$ cat config.mk
export PLATFORM = sky130hd
export DESIGN_NAME = surround_channel_downmix_top
export DESIGN_NICKNAME = d
export VERILOG_FILES = /design/src/scd_pkg.sv /design/src/scd_cell.sv /design/src/scd_out.sv /design/src/surround_channel_downmix_top.sv
export VERILOG_INCLUDE_DIRS = /design/src /design/src/src
export SDC_FILE = /design/constraint.sdc
export NUM_CORES = 2
export LEC_CHECK = 0
export CAP_MARGIN = 20
export CORE_MARGIN = 2
export CORE_UTILIZATION = 53
export DETAILED_ROUTE_END_ITERATION = 10
export DONT_BUFFER_PORTS = 1
export PLACE_DENSITY_LB_ADDON = 0.08
export SLEW_MARGIN = 20
export SYNTH_ARGS = -nofsm -noshare
export SYNTH_HDL_FRONTEND = slang
export SYNTH_SLANG_ARGS = --single-unit
$ cat constraint.sdc
create_clock -name clk -period 17.1 [get_ports clk]
set_input_delay 0.855 -clock clk [delete_from_list [all_inputs] [get_ports clk]]
set_output_delay 0.855 -clock clk [all_outputs]
set_load 0.01 [all_outputs]
$ cat src/surround_channel_downmix_top_macros.svh
// Assertion macros for the surround channel downmix block
`ifndef SURROUND_CHANNEL_DOWNMIX_TOP_MACROS_SVH
`define SURROUND_CHANNEL_DOWNMIX_TOP_MACROS_SVH

// same-cycle implication, sampled on clk, off during reset
`define SCD_ASSERT_IMPL(lbl, cond, expr) \
	lbl: assert property (@(posedge clk) disable iff (!arst_n) (cond) |-> (expr)) \
		else $error("scd: same-cycle check failed");

// next-cycle implication, sampled on clk, off during reset
`define SCD_ASSERT_NEXT(lbl, cond, expr) \
	lbl: assert property (@(posedge clk) disable iff (!arst_n) (cond) |=> (expr)) \
		else $error("scd: next-cycle check failed");

`endif

$ cat src/scd_pkg.sv
// Shared types, constants and mix matrix decode for the downmix block
`timescale 1ns / 1ps

package scd_pkg;

	localparam int NUM_IN       = 8;
	localparam int NUM_OUT      = 7;
	localparam int MIX_CHANNELS = 6;
	localparam int NUM_CELLS    = MIX_CHANNELS + 1;
	localparam int CENTRE_CH    = 2;
	localparam int COEF_W       = 17;
	localparam int ROUND_SHIFT  = 15;
	localparam int IN_CH_W      = 4;
	localparam int OUT_CH_W     = 3;
	localparam int CFG_DATA_W   = 4;
	localparam int CFG_IDX_W    = 1;

	typedef enum logic [CFG_IDX_W-1:0] {
		REG_IN_CHANNELS  = 1'b0,
		REG_OUT_CHANNELS = 1'b1
	} cfg_reg_t;

	typedef logic [2:0]        dest_t;
	typedef logic [COEF_W-1:0] coef_t;

	localparam dest_t NO_DEST = 3'd7;

	localparam coef_t C_ZERO  = 17'd0;
	localparam coef_t C_ONE   = 17'd32768;
	localparam coef_t C_R2    = 17'd23170;
	localparam coef_t C_HALF  = 17'd16384;
	localparam coef_t C_THIRD = 17'd10922;
	localparam coef_t C_QUART = 17'd8192;

	localparam logic [3:0] ROW_BASE [5] = '{4'd0, 4'd5, 4'd9, 4'd12, 4'd14};

	typedef struct packed {
		dest_t dest;
		coef_t coef;
	} cell_ctl_t;

	typedef struct packed {
		logic                          pass;
		cell_ctl_t [NUM_CELLS-1:0]     slot;
	} mix_ctl_t;

	// cell 6 carries the second centre contribution; lists run cell 6 down to cell 0
	function automatic mix_ctl_t mix_decode(input logic [IN_CH_W-1:0] nin,
		input logic [OUT_CH_W-1:0] nout);
		mix_ctl_t                  m;
		logic [IN_CH_W-1:0]        nmix;
		logic [3:0]                row;
		logic                      active;
		dest_t [NUM_CELLS-1:0]     d;
		coef_t [NUM_CELLS-1:0]     k;
		m      = '0;
		m.pass = (nout >= 3'd6) || ({1'b0, nout} >= nin);
		nmix   = (nin > IN_CH_W'(MIX_CHANNELS)) ? IN_CH_W'(MIX_CHANNELS) : nin;
		active = !m.pass;
		case (nout)
			3'd1: row = ROW_BASE[0] + nmix - 4'd2;
			3'd2: row = ROW_BASE[1] + nmix - 4'd3;
			3'd3: row = ROW_BASE[2] + nmix - 4'd4;
			3'd4: row = ROW_BASE[3] + nmix - 4'd5;
			3'd5: row = ROW_BASE[4] + nmix - 4'd6;
			default: begin
				row    = '0;
				active = 1'b0;
			end
		endcase
		d = {NUM_CELLS{NO_DEST}};
		k = '0;
		case (row)
			4'd0: begin
				d = {NO_DEST, NO_DEST, NO_DEST, NO_DEST, NO_DEST, 3'd0, 3'd0};
				k = {C_ZERO, C_ZERO, C_ZERO, C_ZERO, C_ZERO, C_HALF, C_HALF};
			end
			4'd1: begin
				d = {NO_DEST, NO_DEST, NO_DEST, NO_DEST, 3'd0, 3'd0, 3'd0};
				k = {C_ZERO, C_ZERO, C_ZERO, C_ZERO, C_THIRD, C_THIRD, C_THIRD};
			end
			4'd2: begin
				d = {NO_DEST, NO_DEST, NO_DEST, 3'd0, 3'd0, 3'd0, 3'd0};
				k = {C_ZERO, C_ZERO, C_ZERO, C_QUART, C_QUART, C_QUART, C_QUART};
			end
			4'd3: begin
				d = {NO_DEST, NO_DEST, 3'd0, 3'd0, 3'd0, 3'd0, 3'd0};
				k = {C_ZERO, C_ZERO, C_HALF, C_HALF, C_ONE, C_R2, C_R2};
			end
			4'd4: begin
				d = {NO_DEST, 3'd0, 3'd0, NO_DEST, 3'd0, 3'd0, 3'd0};
				k = {C_ZERO, C_HALF, C_HALF, C_ZERO, C_ONE, C_R2, C_R2};
			end
			4'd5: begin
				d = {3'd1, NO_DEST, NO_DEST, NO_DEST, 3'd0, 3'd1, 3'd0};
				k = {C_R2, C_ZERO, C_ZERO, C_ZERO, C_R2, C_ONE, C_ONE};
			end
			4'd6: begin
				d = {NO_DEST, NO_DEST, NO_DEST, 3'd1, 3'd0, 3'd1, 3'd0};
				k = {C_ZERO, C_ZERO, C_ZERO, C_HALF, C_HALF, C_HALF, C_HALF};
			end
			4'd7: begin
				d = {3'd1, NO_DEST, 3'd1, 3'd0, 3'd0, 3'd1, 3'd0};
				k = {C_R2, C_ZERO, C_R2, C_R2, C_R2, C_ONE, C_ONE};
			end
			4'd8: begin
				d = {3'd1, 3'd1, 3'd0, NO_DEST, 3'd0, 3'd1, 3'd0};
				k = {C_R2, C_R2, C_R2, C_ZERO, C_R2, C_ONE, C_ONE};
			end
			4'd9: begin
				d = {NO_DEST, NO_DEST, NO_DEST, 3'd1, 3'd0, 3'd1, 3'd0};
				k = {C_ZERO, C_ZERO, C_ZERO, C_QUART, C_QUART, C_QUART, C_QUART};
			end
			4'd10: begin
				d = {NO_DEST, NO_DEST, 3'd1, 3'd0, 3'd2, 3'd1, 3'd0};
				k = {C_ZERO, C_ZERO, C_HALF, C_HALF, C_ONE, C_HALF, C_HALF};
			end
			4'd11: begin
				d = {NO_DEST, 3'd1, 3'd0, NO_DEST, 3'd2, 3'd1, 3'd0};
				k = {C_ZERO, C_HALF, C_HALF, C_ZERO, C_ONE, C_HALF, C_HALF};
			end
			4'd12: begin
				d = {3'd1, NO_DEST, 3'd3, 3'd2, 3'd0, 3'd1, 3'd0};
				k = {C_R2, C_ZERO, C_ONE, C_ONE, C_R2, C_ONE, C_ONE};
			end
			4'd13: begin
				d = {3'd1, 3'd3, 3'd2, NO_DEST, 3'd0, 3'd1, 3'd0};
				k = {C_R2, C_ONE, C_ONE, C_ZERO, C_R2, C_ONE, C_ONE};
			end
			4'd14: begin
				d = {NO_DEST, 3'd4, 3'd3, NO_DEST, 3'd2, 3'd1, 3'd0};
				k = {C_ZERO, C_ONE, C_ONE, C_ZERO, C_ONE, C_ONE, C_ONE};
			end
			default: begin
				d = {NUM_CELLS{NO_DEST}};
				k = '0;
			end
		endcase
		if (!active) begin
			d = {NUM_CELLS{NO_DEST}};
			k = '0;
		end
		for (int i = 0; i < NUM_CELLS; i++) begin
			m.slot[i].dest = d[i];
			m.slot[i].coef = k[i];
		end
		return m;
	endfunction

endpackage

$ cat src/scd_cell.sv
// One multiply-accumulate cell of the downmix chain
`timescale 1ns / 1ps

module scd_cell #(
	parameter int SAMPLE_BITS = 16,
	parameter int ACC_W       = 21,
	parameter int SRC         = 0
) (
	input  logic                                              clk,
	input  logic                                              arst_n,
	input  logic                                              load,
	input  logic                                              prev_valid,
	input  logic                                              prev_last,
	input  logic [scd_pkg::NUM_IN-1:0][SAMPLE_BITS-1:0]       prev_samples,
	input  logic [scd_pkg::NUM_OUT-1:0][ACC_W-1:0]            prev_acc,
	input  scd_pkg::cell_ctl_t                                ctl,
	output logic                                              cell_valid,
	output logic                                              cell_last,
	output logic [scd_pkg::NUM_IN-1:0][SAMPLE_BITS-1:0]       cell_samples,
	output logic [scd_pkg::NUM_OUT-1:0][ACC_W-1:0]            cell_acc
);
	import scd_pkg::*;

	localparam int PROD_W = SAMPLE_BITS + COEF_W + 1;
	localparam int RND_W  = PROD_W - ROUND_SHIFT;
	localparam logic signed [PROD_W-1:0] HALF_LSB = PROD_W'(2 ** (ROUND_SHIFT - 1));

	logic signed [SAMPLE_BITS-1:0]      src;
	logic signed [PROD_W-1:0]           prod;
	logic signed [PROD_W-1:0]           prod_rnd;
	logic signed [RND_W-1:0]            term;
	logic [NUM_OUT-1:0][ACC_W-1:0]      acc_next;

	logic                               valid_q;
	logic                               last_q;
	logic [NUM_IN-1:0][SAMPLE_BITS-1:0] samples_q;
	logic [NUM_OUT-1:0][ACC_W-1:0]      acc_q;

	// round half up to Q1.15: add half an LSB, arithmetic shift
	always_comb begin
		src      = $signed(prev_samples[SRC]);
		prod     = $signed({1'b0, ctl.coef}) * src;
		prod_rnd = prod + HALF_LSB;
		term     = $signed(prod_rnd[PROD_W-1:ROUND_SHIFT]);
		acc_next = prev_acc;
		if (ctl.dest != NO_DEST) begin
			acc_next[ctl.dest] = ACC_W'($signed(prev_acc[ctl.dest]) + ACC_W'(term));
		end
	end

	always_ff @(posedge clk or negedge arst_n) begin
		if (!arst_n) begin
			valid_q <= 1'b0;
		end else if (load) begin
			valid_q <= prev_valid;
		end
	end

	always_ff @(posedge clk) begin
		if (load) begin
			last_q    <= prev_last;
			samples_q <= prev_samples;
			acc_q     <= acc_next;
		end
	end

	assign cell_valid   = valid_q;
	assign cell_last    = last_q;
	assign cell_samples = samples_q;
	assign cell_acc     = acc_q;

endmodule

$ cat src/scd_out.sv
// Output stage: channel select, passthrough copy and saturation
`timescale 1ns / 1ps

module scd_out #(
	parameter int SAMPLE_BITS = 16,
	parameter int ACC_W       = 21
) (
	input  logic                                              clk,
	input  logic                                              arst_n,
	input  logic                                              load,
	input  logic                                              prev_valid,
	input  logic                                              prev_last,
	input  logic [scd_pkg::NUM_IN-1:0][SAMPLE_BITS-1:0]       prev_samples,
	input  logic [scd_pkg::NUM_OUT-1:0][ACC_W-1:0]            prev_acc,
	input  logic                                              pass,
	input  logic [scd_pkg::IN_CH_W-1:0]                       in_channels,
	input  logic [scd_pkg::OUT_CH_W-1:0]                      out_channels,
	output logic                                              frame_valid,
	output logic                                              frame_last,
	output logic [scd_pkg::NUM_OUT-1:0][SAMPLE_BITS-1:0]      frame_samples
);
	import scd_pkg::*;

	localparam logic signed [ACC_W-1:0] SAT_HI =
		{{(ACC_W - SAMPLE_BITS + 1){1'b0}}, {(SAMPLE_BITS - 1){1'b1}}};
	localparam logic signed [ACC_W-1:0] SAT_LO =
		{{(ACC_W - SAMPLE_BITS + 1){1'b1}}, {(SAMPLE_BITS - 1){1'b0}}};

	logic [NUM_OUT-1:0][SAMPLE_BITS-1:0] sel;
	logic                                valid_q;
	logic                                last_q;
	logic [NUM_OUT-1:0][SAMPLE_BITS-1:0] samples_q;

	always_comb begin
		for (int c = 0; c < NUM_OUT; c++) begin
			sel[c] = '0;
			if (OUT_CH_W'(c) < out_channels) begin
				if (pass) begin
					if (IN_CH_W'(c) < in_channels) begin
						sel[c] = prev_samples[c];
					end
				end else if ($signed(prev_acc[c]) > SAT_HI) begin
					sel[c] = SAT_HI[SAMPLE_BITS-1:0];
				end else if ($signed(prev_acc[c]) < SAT_LO) begin
					sel[c] = SAT_LO[SAMPLE_BITS-1:0];
				end else begin
					sel[c] = prev_acc[c][SAMPLE_BITS-1:0];
				end
			end
		end
	end

	always_ff @(posedge clk or negedge arst_n) begin
		if (!arst_n) begin
			valid_q <= 1'b0;
		end else if (load) begin
			valid_q <= prev_valid;
		end
	end

	always_ff @(posedge clk) begin
		if (load) begin
			last_q    <= prev_last;
			samples_q <= sel;
		end
	end

	assign frame_valid   = valid_q;
	assign frame_last    = last_q;
	assign frame_samples = samples_q;

endmodule

$ cat src/surround_channel_downmix_top.sv
// Top level of the surround channel downmix block
`timescale 1ns / 1ps

// Channel  Role     Handshake             Payload
// in       sink     in_valid / in_stall   sample_0 .. sample_7, frame_last
// out      source   out_valid / out_stall out_0 .. out_6, out_frame_last
// cfg      sink     cfg_we                cfg_index, cfg_data
//
// The pipeline is the input register, seven multiply-accumulate cells and the output register.
// One frame per cycle unless out stalls; each cell owns one 18x16 multiplier and one adder.
// Reset sets in_channels to 2, out_channels to 1 and empties every stage.
// A stall on out holds only full stages; empty stages behind it keep filling.

module surround_channel_downmix_top #(
	parameter int SAMPLE_BITS = 16
) (
	input  logic                                 clk,
	input  logic                                 arst_n,
	input  logic                                 cfg_we,
	input  logic [scd_pkg::CFG_IDX_W-1:0]        cfg_index,
	input  logic [scd_pkg::CFG_DATA_W-1:0]       cfg_data,
	input  logic                                 in_valid,
	output logic                                 in_stall,
	input  logic signed [SAMPLE_BITS-1:0]        sample_0,
	input  logic signed [SAMPLE_BITS-1:0]        sample_1,
	input  logic signed [SAMPLE_BITS-1:0]        sample_2,
	input  logic signed [SAMPLE_BITS-1:0]        sample_3,
	input  logic signed [SAMPLE_BITS-1:0]        sample_4,
	input  logic signed [SAMPLE_BITS-1:0]        sample_5,
	input  logic signed [SAMPLE_BITS-1:0]        sample_6,
	input  logic signed [SAMPLE_BITS-1:0]        sample_7,
	input  logic                                 frame_last,
	output logic                                 out_valid,
	input  logic                                 out_stall,
	output logic signed [SAMPLE_BITS-1:0]        out_0,
	output logic signed [SAMPLE_BITS-1:0]        out_1,
	output logic signed [SAMPLE_BITS-1:0]        out_2,
	output logic signed [SAMPLE_BITS-1:0]        out_3,
	output logic signed [SAMPLE_BITS-1:0]        out_4,
	output logic signed [SAMPLE_BITS-1:0]        out_5,
	output logic signed [SAMPLE_BITS-1:0]        out_6,
	output logic                                 out_frame_last
);
	import scd_pkg::*;

	`include "surround_channel_downmix_top_macros.svh"

	localparam int PROD_W = SAMPLE_BITS + COEF_W + 1;
	localparam int ACC_W  = PROD_W - ROUND_SHIFT + $clog2(NUM_CELLS);

	logic [IN_CH_W-1:0]                   in_channels_q;
	logic [OUT_CH_W-1:0]                  out_channels_q;
	mix_ctl_t                             ctl_q;

	logic                                 valid_s1;
	logic                                 last_s1;
	logic [NUM_IN-1:0][SAMPLE_BITS-1:0]   samples_s1;

	// index 0 is the input register, index k+1 is cell k
	logic [NUM_CELLS:0]                                   chain_valid;
	logic [NUM_CELLS:0]                                   chain_last;
	logic [NUM_CELLS:0][NUM_IN-1:0][SAMPLE_BITS-1:0]      chain_samples;
	logic [NUM_CELLS:0][NUM_OUT-1:0][ACC_W-1:0]           chain_acc;
	logic [NUM_CELLS+1:0]                                 ld;

	logic [NUM_OUT-1:0][SAMPLE_BITS-1:0]  frame_samples;

	always_ff @(posedge clk or negedge arst_n) begin
		if (!arst_n) begin
			in_channels_q  <= IN_CH_W'(2);
			out_channels_q <= OUT_CH_W'(1);
		end else if (cfg_we) begin
			case (cfg_reg_t'(cfg_index))
				REG_IN_CHANNELS:  in_channels_q  <= cfg_data[IN_CH_W-1:0];
				REG_OUT_CHANNELS: out_channels_q <= cfg_data[OUT_CH_W-1:0];
				default: ;
			endcase
		end
	end

	// matrix decode, registered from the count registers and so following them in the next cycle
	always_ff @(posedge clk) begin
		ctl_q <= mix_decode(in_channels_q, out_channels_q);
	end

	always_comb begin
		ld[NUM_CELLS+1] = !out_valid || !out_stall;
		for (int j = NUM_CELLS; j >= 0; j--) begin
			ld[j] = !chain_valid[j] || ld[j+1];
		end
	end

	assign in_stall = !ld[0];

	always_ff @(posedge clk or negedge arst_n) begin
		if (!arst_n) begin
			valid_s1 <= 1'b0;
		end else if (ld[0]) begin
			valid_s1 <= in_valid;
		end
	end

	always_ff @(posedge clk) begin
		if (ld[0]) begin
			last_s1    <= frame_last;
			samples_s1 <= {sample_7, sample_6, sample_5, sample_4,
				sample_3, sample_2, sample_1, sample_0};
		end
	end

	assign chain_valid[0]   = valid_s1;
	assign chain_last[0]    = last_s1;
	assign chain_samples[0] = samples_s1;
	assign chain_acc[0]     = '0;

	for (genvar k = 0; k < NUM_CELLS; k++) begin : g_cell
		scd_cell #(
			.SAMPLE_BITS (SAMPLE_BITS),
			.ACC_W       (ACC_W),
			.SRC         ((k < MIX_CHANNELS) ? k : CENTRE_CH)
		) u_cell (
			.clk          (clk),
			.arst_n       (arst_n),
			.load         (ld[k+1]),
			.prev_valid   (chain_valid[k]),
			.prev_last    (chain_last[k]),
			.prev_samples (chain_samples[k]),
			.prev_acc     (chain_acc[k]),
			.ctl          (ctl_q.slot[k]),
			.cell_valid   (chain_valid[k+1]),
			.cell_last    (chain_last[k+1]),
			.cell_samples (chain_samples[k+1]),
			.cell_acc     (chain_acc[k+1])
		);
	end

	scd_out #(
		.SAMPLE_BITS (SAMPLE_BITS),
		.ACC_W       (ACC_W)
	) u_out (
		.clk           (clk),
		.arst_n        (arst_n),
		.load          (ld[NUM_CELLS+1]),
		.prev_valid    (chain_valid[NUM_CELLS]),
		.prev_last     (chain_last[NUM_CELLS]),
		.prev_samples  (chain_samples[NUM_CELLS]),
		.prev_acc      (chain_acc[NUM_CELLS]),
		.pass          (ctl_q.pass),
		.in_channels   (in_channels_q),
		.out_channels  (out_channels_q),
		.frame_valid   (out_valid),
		.frame_last    (out_frame_last),
		.frame_samples (frame_samples)
	);

	assign out_0 = $signed(frame_samples[0]);
	assign out_1 = $signed(frame_samples[1]);
	assign out_2 = $signed(frame_samples[2]);
	assign out_3 = $signed(frame_samples[3]);
	assign out_4 = $signed(frame_samples[4]);
	assign out_5 = $signed(frame_samples[5]);
	assign out_6 = $signed(frame_samples[6]);

	`SCD_ASSERT_IMPL(a_empty_out_never_stalls_in, !out_valid, !in_stall)
	`SCD_ASSERT_NEXT(a_accept_fills_input_reg, in_valid && !in_stall, chain_valid[0])
	`SCD_ASSERT_IMPL(a_unused_channel_zero, out_valid && (out_channels_q < 3'd3), out_2 == '0)
	`SCD_ASSERT_IMPL(a_downmix_tail_zero, out_valid && !ctl_q.pass, out_5 == '0 && out_6 == '0)

endmodule
* After elaboration in Yosys (flattened, before gate mapping)
Memories as Yosys holds them, arrays and structs flattened. A register that Yosys moved wholly into a read port is not among the register bits.
Cells that the tools add are included.
W data, S select, Z words.
** Storage, ports and cells
- Memory bits (read-only) :: 1424
- Memories kept :: 2
- Output and inout port bits :: 115
- Word-level logic and storage cells :: 335
- Flip-flop bits (word level) :: 2234
- Bits of input ports :: 139
** Memory list
- (name not given) :: words 16, bits a word 78, rd ports 1, clocked after memory_dff 1, write ports 0, line scd_pkg.sv:73 : case (row)
- (name not given) :: words 8, bits a word 22, rd ports 1, clocked after memory_dff 0, write ports 0, line scd_cell.sv:47 : acc_next[ctl.dest] = ACC_W'($signed(prev_acc[ctl.dest]) + ACC_W'(term));
** Cells by class
- Order comparisons :: 45
- Bitwise logic cells :: 2
- Reductions and logical operators :: 33
- Equal/unequal tests :: 12
- Multiply operators :: 7
- Add/subtract/negate cells :: 23
- Mux-type cells :: 70
** Operators with widths (number)
- $bwmux W154 :: 6
- $mux W154 :: 6
- $demux W22 S3 :: 7
- $mux W16 :: 28
- $bmux W22 S3 :: 6
- $mux W22 :: 14
- $add A34 B16 Y34 const B :: 7
- $mul A18 B16 Y34 :: 7
- $add A22 B19 Y22 :: 7
- $and A154 B154 Y154 :: 1
- $gt A22 B16 Y1 const B :: 7
- $lt A22 B16 Y1 const B :: 7
- $lt A3 B4 Y1 const B :: 7
- $ge A3 B1 Y1 const B :: 7
- $ne A3 B3 Y1 const B :: 7
- $pmux W4 S5 :: 1
- $logic_not A1 Y1 :: 13
- $add A4 B4 Y4 const A :: 3
- $lt A3 B4 Y1 const A :: 3
- $sub A4 B3 Y4 const B :: 3
- $logic_or A1 B1 Y1 :: 10
- $lt A3 B3 Y1 const A :: 3
- $lt A1 B4 Y1 const A :: 2
- $lt A2 B4 Y1 const A :: 2
- 16 further kinds :: 28

* Depth between registers and ports, before layout
- Word-level depth :: 11
- Gate-level depth with buffers :: 37
- Gate-level depth less buffers :: 35

* By module
From an unflattened synthesis, not the netlist that was laid out.
** Second synthesis, totals
- Cells, all modules :: 15016
- Area, all modules :: 161566.2 µm²
** By module, submodules not included
- scd_cell at g_cell[2].u_cell ... :: times used 2, cells each 1956, seq. area each 8523.2 µm², area each 21129.0 µm²
- scd_cell at g_cell[0].u_cell :: times used 1, cells each 2145, seq. area each 8523.2 µm², area each 22233.8 µm²
- scd_cell at g_cell[1].u_cell :: times used 1, cells each 2014, seq. area each 8523.2 µm², area each 21514.4 µm²
- scd_cell at g_cell[4].u_cell :: times used 1, cells each 2019, seq. area each 8523.2 µm², area each 21368.0 µm²
- scd_cell at g_cell[5].u_cell :: times used 1, cells each 2005, seq. area each 8523.2 µm², area each 21272.9 µm²
- scd_cell at g_cell[6].u_cell :: times used 1, cells each 1998, seq. area each 8523.2 µm², area each 21259.1 µm²
- surround_channel_downmix_top :: times used 1, cells each 379, seq. area each 4777.1 µm², area each 6087.1 µm²
- scd_out :: times used 1, cells each 544, seq. area each 3418.3 µm², area each 5572.8 µm²

* Worst setup path before layout
OpenSTA, ideal clock, no wires.
- Kind :: in2out
- Start :: input out_stall
- End :: output in_stall
- Setup slack :: 3.301 ns
- Buffers on the path :: 0
- Arrival time :: 12.944 ns
- Data required time :: 16.245 ns
- Stages on the path :: 6
- Cell sequence :: and3_1 > and3_1 > nand3_1 > nor2_1 > nand3_1 > inv_1
** Between the ends
- Word-level cells in the longest chain between the ends :: 11
** Ends and longest elaborated chain
- from (decl) :: line surround_channel_downmix_top.sv:34 : input logic out_stall,
- $logic_not A1 Y1 :: line surround_channel_downmix_top.sv:87 : ld[NUM_CELLS+1] = !out_valid || !out_stall;
- $logic_or A1 B1 Y1 :: line surround_channel_downmix_top.sv:87
- $logic_or A1 B1 Y1 (5 in a row) :: line surround_channel_downmix_top.sv:89 : ld[j] = !chain_valid[j] || ld[j+1];
- net g_cell[2].u_cell.load :: line scd_cell.sv:11 : input logic load,
- $logic_or A1 B1 Y1 (3 in a row) :: line surround_channel_downmix_top.sv:89
- $logic_not A1 Y1 :: line surround_channel_downmix_top.sv:93 : assign in_stall = !ld[0];
- to (decl) :: line surround_channel_downmix_top.sv:23 : output logic in_stall,
The timed path passes the listed nets, and every way through them passes these cells.

==> Implementation_results.wiki <==
{| class="wikitable"
! Metric !! Value
|-
| Depth of the most critical reg-to-reg path || 33
|-
| Fill cells || approximately 17k
|-
| Part of the Yosys area used for sequential elements || between 50% and 60%
|-
| Final number of setup-violating endpoints || 0
|-
| Max Buffers Root-to-Sink || 3
|-
| Layout Skew || about 47 ps
|-
| Final-report max-slew violation count || 0
|-
| Post-Synth Simple-Gate Area || 8.47%
|-
| Quantity of I/O buffers inserted on ports || 0
|-
| Xor-xnor portion of the synthesized cell area || under 10%
|-
| Signed area change from the synthesized netlist to the final layout || 9.37%
|-
| Fmax || between 100 and 150 MHz
|-
| Post-Place Worst Slack || between 7000 and 8000 ps
|-
| Number of sinks handled by clock tree synthesis || 1923
|-
| Number of top-level pins || ~250
|-
| Commonest non-fill, non-tap cell in the layout || sky130_fd_sc_hd__edfxtp_1
|-
| Die X-Extent || approximately 460 µm
|-
| Required time worst endpoint || ~18000 ps
|-
| Iteration-0 DRC count of the detailed router || ~5.9k
|-
| # nets final || roughly 11k
|-
| First-pass GRT wire length || between 400 and 500 mm
|-
| Number of gates resized after CTS || 0
|-
| Residual overflow from global routing || 0
|-
| Die footprint || between 200000 and 250000 µm²
|-
| Most frequent cells in the layout || 1872 x sky130_fd_sc_hd__edfxtp_1, 1069 x sky130_fd_sc_hd__ha_1, 1024 x sky130_fd_sc_hd__inv_1
|-
| Cell count after placement || 11.3k
|-
| Number of global-route vias before repair || between 60k and 70k
|-
| RSZ-0062 raised after global routing || no
|-
| Area inside the core boundary || around 200000 µm²
|-
| Slew Limit Headroom || about 14%
|-
| YS warnings || 0
|-
| Cell area after placement || about 110000 µm²
|-
| Arrival @ worst endpoint || a little over 10000 ps
|-
| Fin crit period || around 9600 ps
|-
| Worst path depth || 33
|-
| Post-route DRC violation count || 0
|-
| CP delay by family, top || adder cells
|-
| Synth Cell Area || roughly 110000 µm²
|-
| Area share of fa/ha/maj cells after synthesis || 23.2%
|-
| Initial core utilization || around 53%
|-
| Share of cell area taken by muxes after synthesis || 1.02%
|-
| Setup Buffers After CTS || 0
|-
| Number of flops mapped to enable cells by yosys || around 1.9k
|-
| Via count of the routed design || 65.7k
|-
| Post-detail-place hpwl || between 200 and 250 mm
|-
| Maximum number of pins on one net before global-route repair || 162
|-
| Synthesized area per cell || 12.4 µm²
|-
| Max-cap check violation count || 0
|-
| Slew at the pin closest to its max-slew limit || between 1000 and 1500 ps
|-
| Global Route Usage Sum || ~27%
|-
| Cts hold-fix bufs || 12
|-
| Predominant post-synthesis flop cell || sky130_fd_sc_hd__edfxtp_1
|-
| Clock Pin Slew Worst Setup and Hold Paths || ~70 ps
|-
| Routability cong. || a little under 1
|-
| Final Instance Area || between 100000 and 150000 µm²
|-
| Number of H-tree levels || 4
|-
| Fraction of registers with async set or reset after synthesis || less than 1%
|-
| Aggregate negative setup slack || 0 ps
|-
| Depth of the worst hold-timing path || 0
|-
| Routed wire per std cell || about 24 µm
|-
| Sum of routed wire length over all layers || ~280 mm
|-
| Drt pass-1 iters || 6
|-
| Post-Synthesis Cells || 8809
|-
| Critical path capture point type || flop
|-
| Cell type of the slowest stage on the worst timing path || sky130_fd_sc_hd__dfxtp_1
|-
| Kind of start point of the critical path || flop
|-
| Path category of the worst min-delay check || in -> reg
|-
| Share of final-layout standard cells stronger than drive strength 1 || around 6.3%
|-
| Clk_lat worst skew || between 800 and 900 ps
|-
| Final critical-path setup slack || 7470 ps
|-
| Post-route clock period utilization || a little under three fifths
|-
| Number of vias per cell || between 5 and 6
|-
| Compound-gate portion of the synthesized area || between 8 and 9%
|-
| Hold Fails Final Rpt || 0
|-
| Number of synthesized register bits || about 1.9k
|-
| Count of antenna-violating nets left after detailed routing || 0
|-
| Classification of the worst setup path || reg -> reg
|-
| Number of rows created at floorplan || 166
|-
| Result of the run || completed
|-
| Clock Root Buffer || sky130_fd_sc_hd__clkbuf_16
|-
| Worst path bufs/invs || 4
|-
| CTS tree || done
|-
| Most used cell along the critical path || sky130_fd_sc_hd__fa_1
|-
| Crit path largest cell delay || about 690 ps
|-
| Combinational family with the most area after synthesis || adder cells
|-
| Initial antenna violation count || 24
|-
| Clock buffer count from CTS || around 200
|-
| Cell Count, Final, Fillers Out || 11.7k
|-
| Netlist cell types || 89
|-
| Height of the die || 458 µm
|-
| Maximum fanout along the worst path || 17
|}
==> synth_stat cells, types with 47 or more instances <==
cell type / count / area, µm²
sky130_fd_sc_hd__xor2_1: 82 / 718
sky130_fd_sc_hd__xnor2_1: 132 / 1160
sky130_fd_sc_hd__ha_1: 1069 / 13400
sky130_fd_sc_hd__and2_1: 348 / 2180
sky130_fd_sc_hd__edfxtp_1: 1872 / 56200
sky130_fd_sc_hd__o21ai_0: 678 / 3390
sky130_fd_sc_hd__nand2_1: 897 / 3370
sky130_fd_sc_hd__o22ai_1: 103 / 644
sky130_fd_sc_hd__inv_1: 1027 / 3850
sky130_fd_sc_hd__a21o_1: 58 / 435
sky130_fd_sc_hd__nor2b_1: 82 / 513
sky130_fd_sc_hd__a21oi_1: 324 / 1620
sky130_fd_sc_hd__clkbuf_1: 297 / 1110
sky130_fd_sc_hd__nor2_1: 364 / 1370
sky130_fd_sc_hd__o21a_1: 50 / 375
sky130_fd_sc_hd__mux2_2: 73 / 822
sky130_fd_sc_hd__fa_1: 598 / 12000
sky130_fd_sc_hd__nor3_1: 77 / 385
sky130_fd_sc_hd__nand2b_1: 47 / 294
sky130_fd_sc_hd__nand3_1: 63 / 315
==> kinds of logic (layout without fill, tap and decap cells) <==
| kind of cell | after synthesis | after routing |
|---|---|---|
| AOI/OAI and AO/OA | 1549 | 1549 |
| xor gates and xnor gates | 216 | 216 |
| adders and majority gates | 1667 | 1667 |
| buffers and inverters | 1347 | 1519 |
| DFF | 1923 | 1923 |
| muxes | 102 | 102 |
| other | 2 | 74 |
| and+or+nand+nor | 2003 | 2003 |
==> registers in the layout, indices dropped and copies added (netlist names) <==
register,cells
chain_samples,112
out_channels_q,3
u_out.frame_samples,112
ctl_q,35
in_channels_q,4
valid_s1,1
u_out.frame_valid,1
g_cell.u_cell.cell_samples,784
g_cell.u_cell.cell_valid,7
g_cell.u_cell.cell_last,7
last_s1,1
g_cell.u_cell.cell_acc,855
u_out.frame_last,1
==> path summary, 6_finish.rpt <==
| path | start | end | slack (ps) |
|---|---|---|---|
| max | ctl_q[51]$_SDFF_PN0_ | g_cell[2].u_cell.cell_acc[21]$_DFFE_PP_ | 7470 |
| min | sample_5[14] | chain_samples[94]$_DFFE_PN_ | 80 |
| max reg2reg | ctl_q[51]$_SDFF_PN0_ | g_cell[2].u_cell.cell_acc[21]$_DFFE_PP_ | 7470 |
| min reg2reg | g_cell[3].u_cell.cell_samples[13]$_DFFE_PP_ | g_cell[4].u_cell.cell_samples[13]$_DFFE_PP_ | 390 |
| max in group asynchronous | arst_n | in_channels_q[0]$_DFFE_PN0P_ | 16060 |
| min in group asynchronous | arst_n | in_channels_q[3]$_DFFE_PN0P_ | 510 |
==> worst reg2reg max path, delay by kind of cell, from the launching register on <==
kind | cells | cell delay, ps
buffers and inverters | 4 | 210
AOI/OAI and AO/OA | 11 | 3100
and+or+nand+nor | 7 | 1450
xor gates and xnor gates | 3 | 610
adders and majority gates | 8 | 3350
DFF | 1 | 690
==> area by class of cell <==
type,instances,area [µm²],share of cell area (%)
clock buffers,244,5190,4.35
repair buffers,114,918,0.769
clock inverters,129,1550,1.30
well taps,2688,3360,2.82
inverters,1032,3900,3.26
diodes,15,37.5,0.0314
flip-flops and latches,1923,57300,48.0
multi-input cells,5596,47200,39.5
==> metrics by stage <==
step	utilization [%]	hold WS [ps]
floorplan	-	400
global placement	54.9	400
detailed placement	54.9	405
CTS	58.3	2.50
global route	58.3	31.5
finish	58.3	79.8
==> metal layers <==
| metal | vias to the layer above | track usage, % | share of wire [%] |
|---|---|---|---|
| met5 | - | 0 | 0.0075 |
| met4 | 4 | 8.98 | 3.4 |
| met3 | 376 | 3.59 | 5.8 |
| li1 | 30829 | - | - |
| met1 | 32374 | 38.8 | 44 |
| met2 | 2075 | 42.6 | 46 |
Power is left out: the tool's default activity adds up to more than one toggle a clock period on the data nets, which glitch-free logic cannot reach.
